<file path="src/design/wcb_pkg.sv">
// ----------------------------------------------------------------------------
// wcb_pkg
// Shared types and codes for the watchdog counter bank.
// ----------------------------------------------------------------------------
package wcb_pkg;

	localparam int unsigned DEF_SLOTS      = 16;
	localparam int unsigned DEF_COUNT_BITS = 16;
	localparam logic [15:0] DEFAULT_RELOAD = 16'd100;

	typedef enum logic [1:0] {
		ACT_REGISTER = 2'd0,
		ACT_FEED     = 2'd1,
		ACT_QUERY    = 2'd2,
		ACT_TICK     = 2'd3
	} action_t;

	typedef enum logic [2:0] {
		EV_REGISTERED = 3'd0,
		EV_BANK_FULL  = 3'd1,
		EV_FED        = 3'd2,
		EV_STATUS     = 3'd3,
		EV_TIMEOUT    = 3'd4,
		EV_TICK_DONE  = 3'd5,
		EV_BAD_SLOT   = 3'd6
	} event_t;

	// classified operation handed from front to back
	typedef enum logic [2:0] {
		OP_REG   = 3'd0,
		OP_FULL  = 3'd1,
		OP_FEED  = 3'd2,
		OP_QUERY = 3'd3,
		OP_BAD   = 3'd4,
		OP_TICK  = 3'd5
	} op_t;

	localparam int unsigned OP_W = $bits(op_t);

	typedef struct packed {
		logic [1:0]  action;
		logic [3:0]  slot;
		logic [15:0] reload_value;
		logic        has_handler;
	} in_word_t;

	typedef struct packed {
		event_t      event_kind;
		logic [3:0]  slot_index;
		logic        online;
		logic        last;
	} out_word_t;

endpackage

</file>
<file path="src/design/watchdog_counter_bank.sv">
// ----------------------------------------------------------------------------
// watchdog_counter_bank
// Bank of watchdog channels with register, feed, query and tick commands.
// ----------------------------------------------------------------------------
// A command word is taken when start is high and busy is low; a two-word queue
// lets commands be taken while the back end is still working. Register, feed
// and query run through the idle state (slot memory read), then the exec state
// (update and result). A tick then walks the claimed slots, reading one slot a
// cycle through the counter memory's single read port. Each result is on result
// for one cycle with result_stb high and cannot be held off.
// ----------------------------------------------------------------------------
module watchdog_counter_bank #(
	parameter int unsigned SLOTS      = wcb_pkg::DEF_SLOTS,
	parameter int unsigned COUNT_BITS = wcb_pkg::DEF_COUNT_BITS
) (
	input  logic               clk,
	input  logic               arst_n,
	input  logic               start,
	output logic               busy,
	input  wcb_pkg::in_word_t  cmd,
	output logic               result_stb,
	output wcb_pkg::out_word_t result
);
	import wcb_pkg::*;

	localparam int unsigned Q_W = OP_W + 4 + COUNT_BITS + 1;

	logic                  push;
	logic                  pop;
	logic                  q_full;
	logic                  q_empty;
	op_t                   f_op;
	logic [3:0]            f_slot;
	logic [COUNT_BITS-1:0] f_reload;
	logic                  f_handler;
	logic [Q_W-1:0]        q_rdata;
	logic [OP_W-1:0]       b_op_bits;
	logic [3:0]            b_slot;
	logic [COUNT_BITS-1:0] b_reload;
	logic                  b_handler;

	assign busy = q_full;

	wcb_front #(
		.SLOTS      (SLOTS),
		.COUNT_BITS (COUNT_BITS)
	) u_front (
		.clk     (clk),
		.arst_n  (arst_n),
		.start   (start),
		.q_full  (q_full),
		.cmd     (cmd),
		.push    (push),
		.op      (f_op),
		.slot    (f_slot),
		.reload  (f_reload),
		.handler (f_handler)
	);

	wcb_queue #(
		.DATA_W (Q_W)
	) u_queue (
		.clk    (clk),
		.arst_n (arst_n),
		.push   (push),
		.wdata  ({f_op, f_slot, f_reload, f_handler}),
		.pop    (pop),
		.rdata  (q_rdata),
		.full   (q_full),
		.empty  (q_empty)
	);

	assign {b_op_bits, b_slot, b_reload, b_handler} = q_rdata;

	wcb_back #(
		.SLOTS      (SLOTS),
		.COUNT_BITS (COUNT_BITS)
	) u_back (
		.clk        (clk),
		.arst_n     (arst_n),
		.q_empty    (q_empty),
		.op         (op_t'(b_op_bits)),
		.slot       (b_slot),
		.reload     (b_reload),
		.handler    (b_handler),
		.pop        (pop),
		.result_stb (result_stb),
		.result     (result)
	);

endmodule

</file>
<file path="src/design/wcb_front.sv">
// ----------------------------------------------------------------------------
// wcb_front
// Takes command words, tracks claimed slots and classifies each word.
// ----------------------------------------------------------------------------
module wcb_front #(
	parameter int unsigned SLOTS      = wcb_pkg::DEF_SLOTS,
	parameter int unsigned COUNT_BITS = wcb_pkg::DEF_COUNT_BITS
) (
	input  logic                  clk,
	input  logic                  arst_n,
	input  logic                  start,
	input  logic                  q_full,
	input  wcb_pkg::in_word_t     cmd,
	output logic                  push,
	output wcb_pkg::op_t          op,
	output logic [3:0]            slot,
	output logic [COUNT_BITS-1:0] reload,
	output logic                  handler
);
	import wcb_pkg::*;

	localparam int unsigned CNT_W = $clog2(SLOTS + 1);
	localparam int unsigned CMP_W = (CNT_W > 4) ? CNT_W : 4;
	localparam logic [32:0] CNT_MAX = (33'd1 << COUNT_BITS) - 33'd1;

	logic [CNT_W-1:0] claimed_q;
	logic [15:0]      rl_fix;
	logic             bank_full;
	logic             slot_bad;

	assign push      = start && !q_full;
	assign bank_full = (claimed_q == CNT_W'(SLOTS));
	assign slot_bad  = (CMP_W'(cmd.slot) >= CMP_W'(claimed_q));
	assign rl_fix    = (cmd.reload_value == 16'd0) ? DEFAULT_RELOAD : cmd.reload_value;

	always_comb begin
		reload = ({17'd0, rl_fix} > CNT_MAX) ? COUNT_BITS'(CNT_MAX) : COUNT_BITS'(rl_fix);
	end

	assign slot    = cmd.slot;
	assign handler = cmd.has_handler;

	always_comb begin
		case (action_t'(cmd.action))
			ACT_REGISTER: op = bank_full ? OP_FULL : OP_REG;
			ACT_FEED:     op = slot_bad ? OP_BAD : OP_FEED;
			ACT_QUERY:    op = slot_bad ? OP_BAD : OP_QUERY;
			ACT_TICK:     op = OP_TICK;
			default:      op = OP_TICK;
		endcase
	end

	always_ff @(posedge clk or negedge arst_n) begin
		if (!arst_n) begin
			claimed_q <= '0;
		end else if (push && op == OP_REG) begin
			claimed_q <= claimed_q + CNT_W'(1);
		end
	end

endmodule

</file>
<file path="src/design/wcb_queue.sv">
// ----------------------------------------------------------------------------
// wcb_queue
// Two-entry word queue between front and back.
// ----------------------------------------------------------------------------
module wcb_queue #(
	parameter int unsigned DATA_W = 8
) (
	input  logic              clk,
	input  logic              arst_n,
	input  logic              push,
	input  logic [DATA_W-1:0] wdata,
	input  logic              pop,
	output logic [DATA_W-1:0] rdata,
	output logic              full,
	output logic              empty
);
	logic [DATA_W-1:0] ent_q [2];
	logic              wr_ptr_q;
	logic              rd_ptr_q;
	logic [1:0]        cnt_q;

	assign full  = (cnt_q == 2'd2);
	assign empty = (cnt_q == 2'd0);
	assign rdata = ent_q[rd_ptr_q];

	always_ff @(posedge clk) begin
		if (push) begin
			ent_q[wr_ptr_q] <= wdata;
		end
	end

	always_ff @(posedge clk or negedge arst_n) begin
		if (!arst_n) begin
			wr_ptr_q <= 1'b0;
			rd_ptr_q <= 1'b0;
			cnt_q    <= 2'd0;
		end else begin
			if (push) begin
				wr_ptr_q <= ~wr_ptr_q;
			end
			if (pop) begin
				rd_ptr_q <= ~rd_ptr_q;
			end
			case ({push, pop})
				2'b10:   cnt_q <= cnt_q + 2'd1;
				2'b01:   cnt_q <= cnt_q - 2'd1;
				default: cnt_q <= cnt_q;
			endcase
		end
	end

	a_no_overflow: assert property (@(posedge clk) disable iff (!arst_n)
		full |-> !push)
		else $error("queue written while full");

	a_no_underflow: assert property (@(posedge clk) disable iff (!arst_n)
		empty |-> !pop)
		else $error("queue read while empty");

	a_cnt_range: assert property (@(posedge clk) disable iff (!arst_n)
		cnt_q != 2'd3)
		else $error("queue count out of range");

endmodule

</file>
<file path="src/design/wcb_back.sv">
// ----------------------------------------------------------------------------
// wcb_back
// Executes classified words against the slot memories and drives results.
// ----------------------------------------------------------------------------
module wcb_back #(
	parameter int unsigned SLOTS      = wcb_pkg::DEF_SLOTS,
	parameter int unsigned COUNT_BITS = wcb_pkg::DEF_COUNT_BITS
) (
	input  logic                  clk,
	input  logic                  arst_n,
	input  logic                  q_empty,
	input  wcb_pkg::op_t          op,
	input  logic [3:0]            slot,
	input  logic [COUNT_BITS-1:0] reload,
	input  logic                  handler,
	output logic                  pop,
	output logic                  result_stb,
	output wcb_pkg::out_word_t    result
);
	import wcb_pkg::*;

	localparam int unsigned CNT_W  = $clog2(SLOTS + 1);
	localparam int unsigned SLOT_W = (SLOTS > 1) ? $clog2(SLOTS) : 1;

	typedef enum logic [1:0] {
		S_IDLE = 2'b01,
		S_EXEC = 2'b10
	} state_t;

	state_t                state_q;
	op_t                   op_q;
	logic [3:0]            slot_q;
	logic [COUNT_BITS-1:0] reload_q;
	logic                  handler_q;
	logic [CNT_W-1:0]      claimed_q;
	logic [CNT_W-1:0]      idx_q;
	logic [CNT_W-1:0]      idx_nx;

	logic [COUNT_BITS-1:0] cd_mem [SLOTS];
	logic [COUNT_BITS-1:0] rl_mem [SLOTS];
	logic                  hf_mem [SLOTS];

	logic [SLOT_W-1:0]     rd_addr;
	logic [COUNT_BITS-1:0] cd_rd_s1;
	logic [COUNT_BITS-1:0] rl_rd_s1;
	logic                  hf_rd_s1;

	logic                  cd_we;
	logic                  cfg_we;
	logic [SLOT_W-1:0]     wr_addr;
	logic [COUNT_BITS-1:0] cd_wdata;

	logic                  tick_end;
	logic                  emit;
	out_word_t             res_d;

	assign idx_nx   = idx_q + CNT_W'(1);
	assign pop      = (state_q == S_IDLE) && !q_empty;
	assign tick_end = (idx_q == claimed_q);

	always_comb begin
		if (state_q == S_IDLE) begin
			rd_addr = (op == OP_TICK) ? '0 : SLOT_W'(slot);
		end else begin
			rd_addr = SLOT_W'(idx_nx);
		end
	end

	always_ff @(posedge clk) begin
		cd_rd_s1 <= cd_mem[rd_addr];
		rl_rd_s1 <= rl_mem[rd_addr];
		hf_rd_s1 <= hf_mem[rd_addr];
	end

	always_comb begin
		cd_we    = 1'b0;
		cfg_we   = 1'b0;
		wr_addr  = SLOT_W'(slot_q);
		cd_wdata = '0;
		emit     = 1'b0;
		res_d    = '{event_kind: EV_TICK_DONE, slot_index: 4'd0, online: 1'b0, last: 1'b1};
		if (state_q == S_EXEC) begin
			case (op_q)
				OP_REG: begin
					cd_we            = 1'b1;
					cfg_we           = 1'b1;
					wr_addr          = SLOT_W'(claimed_q);
					emit             = 1'b1;
					res_d.event_kind = EV_REGISTERED;
					res_d.slot_index = 4'(claimed_q);
				end
				OP_FULL: begin
					emit             = 1'b1;
					res_d.event_kind = EV_BANK_FULL;
				end
				OP_FEED: begin
					cd_we            = 1'b1;
					cd_wdata         = rl_rd_s1;
					emit             = 1'b1;
					res_d.event_kind = EV_FED;
					res_d.slot_index = slot_q;
				end
				OP_QUERY: begin
					emit             = 1'b1;
					res_d.event_kind = EV_STATUS;
					res_d.slot_index = slot_q;
					res_d.online     = (cd_rd_s1 != '0);
				end
				OP_BAD: begin
					emit             = 1'b1;
					res_d.event_kind = EV_BAD_SLOT;
					res_d.slot_index = slot_q;
				end
				OP_TICK: begin
					wr_addr = SLOT_W'(idx_q);
					if (tick_end) begin
						emit = 1'b1;
					end else if (cd_rd_s1 != '0) begin
						cd_we    = 1'b1;
						cd_wdata = cd_rd_s1 - COUNT_BITS'(1);
					end else if (hf_rd_s1) begin
						emit             = 1'b1;
						res_d.event_kind = EV_TIMEOUT;
						res_d.slot_index = 4'(idx_q);
						res_d.last       = 1'b0;
					end
				end
				default: begin
					emit = 1'b0;
				end
			endcase
		end
	end

	always_ff @(posedge clk) begin
		if (cd_we) begin
			cd_mem[wr_addr] <= cd_wdata;
		end
		if (cfg_we) begin
			rl_mem[wr_addr] <= reload_q;
			hf_mem[wr_addr] <= handler_q;
		end
	end

	always_ff @(posedge clk) begin
		if (pop) begin
			op_q      <= op;
			slot_q    <= slot;
			reload_q  <= reload;
			handler_q <= handler;
		end
		if (emit) begin
			result <= res_d;
		end
	end

	always_ff @(posedge clk or negedge arst_n) begin
		if (!arst_n) begin
			state_q    <= S_IDLE;
			claimed_q  <= '0;
			idx_q      <= '0;
			result_stb <= 1'b0;
		end else begin
			result_stb <= emit;
			case (state_q)
				S_IDLE: begin
					idx_q <= '0;
					if (pop) begin
						state_q <= S_EXEC;
					end
				end
				S_EXEC: begin
					if (op_q == OP_TICK && !tick_end) begin
						idx_q <= idx_nx;
					end else begin
						state_q <= S_IDLE;
					end
					if (op_q == OP_REG) begin
						claimed_q <= claimed_q + CNT_W'(1);
					end
				end
				default: begin
					state_q <= S_IDLE;
				end
			endcase
		end
	end

	a_claimed_range: assert property (@(posedge clk) disable iff (!arst_n)
		claimed_q <= CNT_W'(SLOTS))
		else $error("claimed count beyond bank size");

	a_idx_range: assert property (@(posedge clk) disable iff (!arst_n)
		idx_q <= claimed_q)
		else $error("tick walk past claimed slots");

	a_timeout_not_last: assert property (@(posedge clk) disable iff (!arst_n)
		result_stb && !result.last |-> result.event_kind == EV_TIMEOUT)
		else $error("non-final word that is not a timeout");

	a_one_word_per_op: assert property (@(posedge clk) disable iff (!arst_n)
		state_q == S_EXEC && op_q != OP_TICK |=> state_q == S_IDLE && result_stb)
		else $error("single-word op did not finish in one step");

endmodule

</file>
<file path="config.mk">
export PLATFORM = sky130hd
export DESIGN_NAME = watchdog_counter_bank
export DESIGN_NICKNAME = d
export VERILOG_FILES = /design/src/design/wcb_pkg.sv /design/src/design/watchdog_counter_bank.sv /design/src/design/wcb_front.sv /design/src/design/wcb_queue.sv /design/src/design/wcb_back.sv
export SDC_FILE = /design/constraint.sdc
export NUM_CORES = 1
export LEC_CHECK = 0
export BUFFER_PORTS_ARGS = -buffer_cell sky130_fd_sc_hd__buf_2
export CELL_PAD_IN_SITES_DETAIL_PLACEMENT = 1
export CELL_PAD_IN_SITES_GLOBAL_PLACEMENT = 1
export CORE_MARGIN = 2
export CORE_UTILIZATION = 45
export CTS_CLUSTER_SIZE = 12
export DETAILED_ROUTE_END_ITERATION = 10
export PLACE_DENSITY_LB_ADDON = 0.1
export REMOVE_ABC_BUFFERS = 1
export SYNTH_ARGS = -nofsm -noshare
export SYNTH_HDL_FRONTEND = slang
export SYNTH_SLANG_ARGS = --single-unit
</file>
<file path="constraint.sdc">
create_clock -name clk -period 4.1 [get_ports clk]
set_input_delay 0 -clock clk [delete_from_list [all_inputs] [get_ports clk]]
set_output_delay 0 -clock clk [all_outputs]
set_load 0.05 [all_outputs]
</file>
==> summary.md <==
| Metric | Value |
|---|---|
| Fillcell total | `between 5000 and 6000` |
| Grt ovf | `0` |
| Reg2reg start | `u_back.state_q[0]` |
| Measured slew at the worst slew-check pin | `1.398 ns` |
| Clock slew at reported path FFs | `around 0.060 ns` |
| CTS sink count | `~660` |
| Worst Hold Path EP | `u_queue.ent_q[0][0]` |
| Fraction of registers with async set/reset | `around 3.3%` |
| Gpl congestion | `0.8218` |
| CP arrival | `~3.9 ns` |
| Area growth syn-to-layout | `14.16%` |
| Hold Crit Start | `cmd[0]` |
| Setup crit end kind | `register` |
| Vias in the first global route | `roughly 18000` |
| Die width | `roughly 250 um` |
| Cell count along the critical path | `6` |
| Tcrit/Tclk final | `a little over four fifths` |
| Status | `finished, final reports clean` |
| Port bufs | `36` |
| Chip height | `249.1 um` |
| Worst path slowest cell | `or4b_4` |
| Pre-antenna DRT Iters | `5` |
| Vias/cell | `between 6 and 7` |
| Worst min path class | `in2reg` |
| Share of layout cells above drive strength 1 | `approximately 15%` |
| First-pass GRT wire length | `between 100000 and 150000 um` |
| Syn Area/Cell | `14.47 um^2` |
| Post-Syn Instances | `~1900` |
| Max frequency | `approximately 0.29 GHz` |
| CTS tree | `yes` |
| MaxCap Viol Count | `0` |
| Reg2reg setup slack | `~0.62 ns` |
| Seq/Total Area, Yosys | `between 70% and 80%` |
| DRT iter0 DRCs | `about 1700` |
| CTS resizes | `0` |
| Area leader, netlist | `edfxtp_1` |
| Worst path cell trace | `nand2b_1, or4b_4, nand2_4, buf_4, a21oi_1, o311ai_1` |
| Largest family of logic cells by synthesized area | `compound AO/OA/AOI/OAI gates` |
| Routed WL per cell | `approximately 28 um` |
| CP Launch Type | `register` |
| CP bufs+invs | `1` |
| R2r worst-path depth | `6` |
| Core area | `between 50000 and 60000 um^2` |
| Worst vdd ir | `around 0.44 mV` |
| DP HPWL | `between 40000 and 50000 um` |
| Warnings, synthesis | `0` |
| WL final | `around 78000 um` |
| RSZ-0062 raised after global routing | `no` |
| Top_reg_cell synth | `edfxtp_1` |
| Yosys cell types | `approximately 60` |
| Combinational power share | `32.3%` |
| Crit-path leading delay family | `simple AND/OR/NAND/NOR gates` |
| Dpl cell area | `between 20000 and 30000 um^2` |
| Internal Power | `14570 uW` |
| Pins over their slew limit | `0` |
| Post-synth EDFFs | `about 610` |
| Min Tclk post-route | `3.475 ns` |
| Compound-cell area share of the yosys netlist | `15.57%` |
| Most common cell in the netlist | `edfxtp_1` |
| Power per cell area | `approximately 740 nW/um^2` |
| H-tree levels | `3` |
| Total Routing Usage GR | `between 20 and 30%` |
| Num CTS Buffers | `between 70 and 80` |
| Nets@finish | `~2000` |
| Top cells by count, synth | `edfxtp_1, o21ai_0, a32oi_1` |
| Diode count | `0` |
| Leakage | `around 0.011 uW` |
| Io pins | `37` |
| Antenna-violating nets left | `0` |
| Util after Layout | `around 52%` |
| Sw frac | `between 30 and 40%` |
| Root Driver | `clkbuf_16` |
| Simple-gate share of the synthesized area | `6.347%` |
| Clock share of power | `27.3%` |
| Synth Area in XOR/XNOR | `1.102%` |
| Rows | `between 80 and 90` |
| WS Path Type | `reg2reg` |
| Worst-Skew Late Latency | `0.61 ns` |
| Cells on Worst Hold Path | `2` |
| Adder-Cell Fraction of Synth Area | `less than 1%` |
| Die area | `62030 um^2` |
| Post-synthesis register bit count | `between 600 and 700` |
| Final Instance Area | `roughly 30000 um^2` |
| CP Data Required Time | `roughly 4.5 ns` |
| Area contributors post-synth | `edfxtp_1, a32oi_1, o21ai_0, dfxtp_1, dfrtp_1` |
| Seq pwr share | `40.4%` |
| Routed via count | `around 17000` |
| Largest net degree at the start of global routing | `100` |
| DRC Markers | `0` |
| Multiplexer area fraction after synthesis | `1.162%` |
| Hold Slack | `0.1291 ns` |
| Hold Vio Cnt, Final | `0` |
| Antenna violations before repair | `0` |
| Reg2reg end | `u_back.cd_rd_s1[0]` |
| Starting Density | `approximately 46%` |
| Slew headroom | `6.432%` |
| Worst-path maximum fanout | `34` |
| Slowest Stage Delay on Critical Path | `0.85 ns` |
| Top-area cell type share of the netlist area | `between 60% and 70%` |
| Clock buffer depth | `3` |
| Area of the mapped netlist | `about 27000 um^2` |
| Clock Skew | `approximately 0.022 ns` |
| Final Setup Violations | `0` |
| Net Switching | `8346 uW` |
per-stage QoR:
stage	worst slack, ns	total power, uW	cells	setup TNS (ns)
6_report	0.6248	22910	2747	0
5_1_grt	0.4500	23970	2747	0
4_1_cts	0.6701	23050	2747	0
3_5_place_dp	0.6785	16730	2588	0
3_3_place_gp	0.7459	16530	2588	0
2_1_floorplan	-1.962	13370	1696	-59.81
routing by layer:
| metal | GRT usage, % | part of all wire, % | vias to the layer above |
|---|---|---|---|
| li1 | - | - | 7534 |
| met4 | 7.298 | 2.3 | 0 |
| met3 | 3.406 | 5.6 | 121 |
| met1 | 35.38 | 44 | 9074 |
| met2 | 41.22 | 48 | 582 |
| met5 | 0 | 0 | - |
layout make-up:
class | instances | area [um^2] | share of cell area [%]
repair buffers | 149 | 1251 | 4.055
flip-flops and latches | 664 | 19500 | 63.20
multi-input cells | 1017 | 6823 | 22.11
clock buffers | 113 | 2111 | 6.841
well taps | 773 | 967.2 | 3.135
clock inverters | 16 | 145.1 | 0.4704
inverters | 15 | 56.30 | 0.1825
power groups by stage:
stage	combinational, uW	sequential, uW	clock (uW)
global route	8010	9340	6610
finish	7400	9260	6250
floorplan	4360	9010	0
detailed placement	7340	9390	0
global placement	7190	9340	0
CTS	7420	9250	6370
cells in the final DEF (no fill, tap or decap), drive strengths merged, types with 52 or more instances in the layout:
master  instances
o21ai         139
a22oi          52
a21o           69
nor2           79
edfxtp        609
a21oi          83
a32oi         132
buf           120
nand3          83
clkbuf        113
nand2          96
cells by family (layout without fill, tap and decap cells):
family	count (synthesis)	count (layout)
buf+inv	187	293
simple gates	349	349
compound gates	594	594
xor+xnor	34	34
flops	664	664
mux	28	28
fa+ha+maj	12	12
repair_timing:
item	4_1_cts	5_1_grt
hold buffers	30	0
setup buffers	0	0
endpoints found under the hold margin	74	0
worst max-delay path by stage:
stage,startpoint,end,slack [ns]
2_1_floorplan,u_back.state_q[0],u_back.cd_rd_s1[14],-1.96
3_3_place_gp,u_back.state_q[0],u_back.cd_rd_s1[0],0.75
3_5_place_dp,u_back.state_q[0],u_back.cd_rd_s1[0],0.68
5_1_grt,u_back.op_q[2],u_back.cd_mem[13][7],0.45
6_report,u_back.state_q[0],u_back.cd_rd_s1[0],0.62
4_1_cts,u_back.state_q[0],u_back.cd_rd_s1[0],0.67
sequential cells by signal, indices dropped and copies added (netlist names):
name               flops
u_back.hf_mem         16
u_back.state_q         2
u_back.result          9
u_back.claimed_q       5
u_back.handler_q       1
u_back.idx_q           5
u_back.result_stb      1
u_back.cd_rd_s1       16
u_queue.ent_q         48
u_front.claimed_q      5
u_back.rl_rd_s1       16
u_queue.rd_ptr_q       1
u_queue.wr_ptr_q       1
u_back.slot_q          4
u_queue.cnt_q          2
u_back.hf_rd_s1        1
u_back.op_q            3
u_back.reload_q       16
u_back.rl_mem        256
u_back.cd_mem        256
Note: power is estimated with default switching activity, not from simulation.
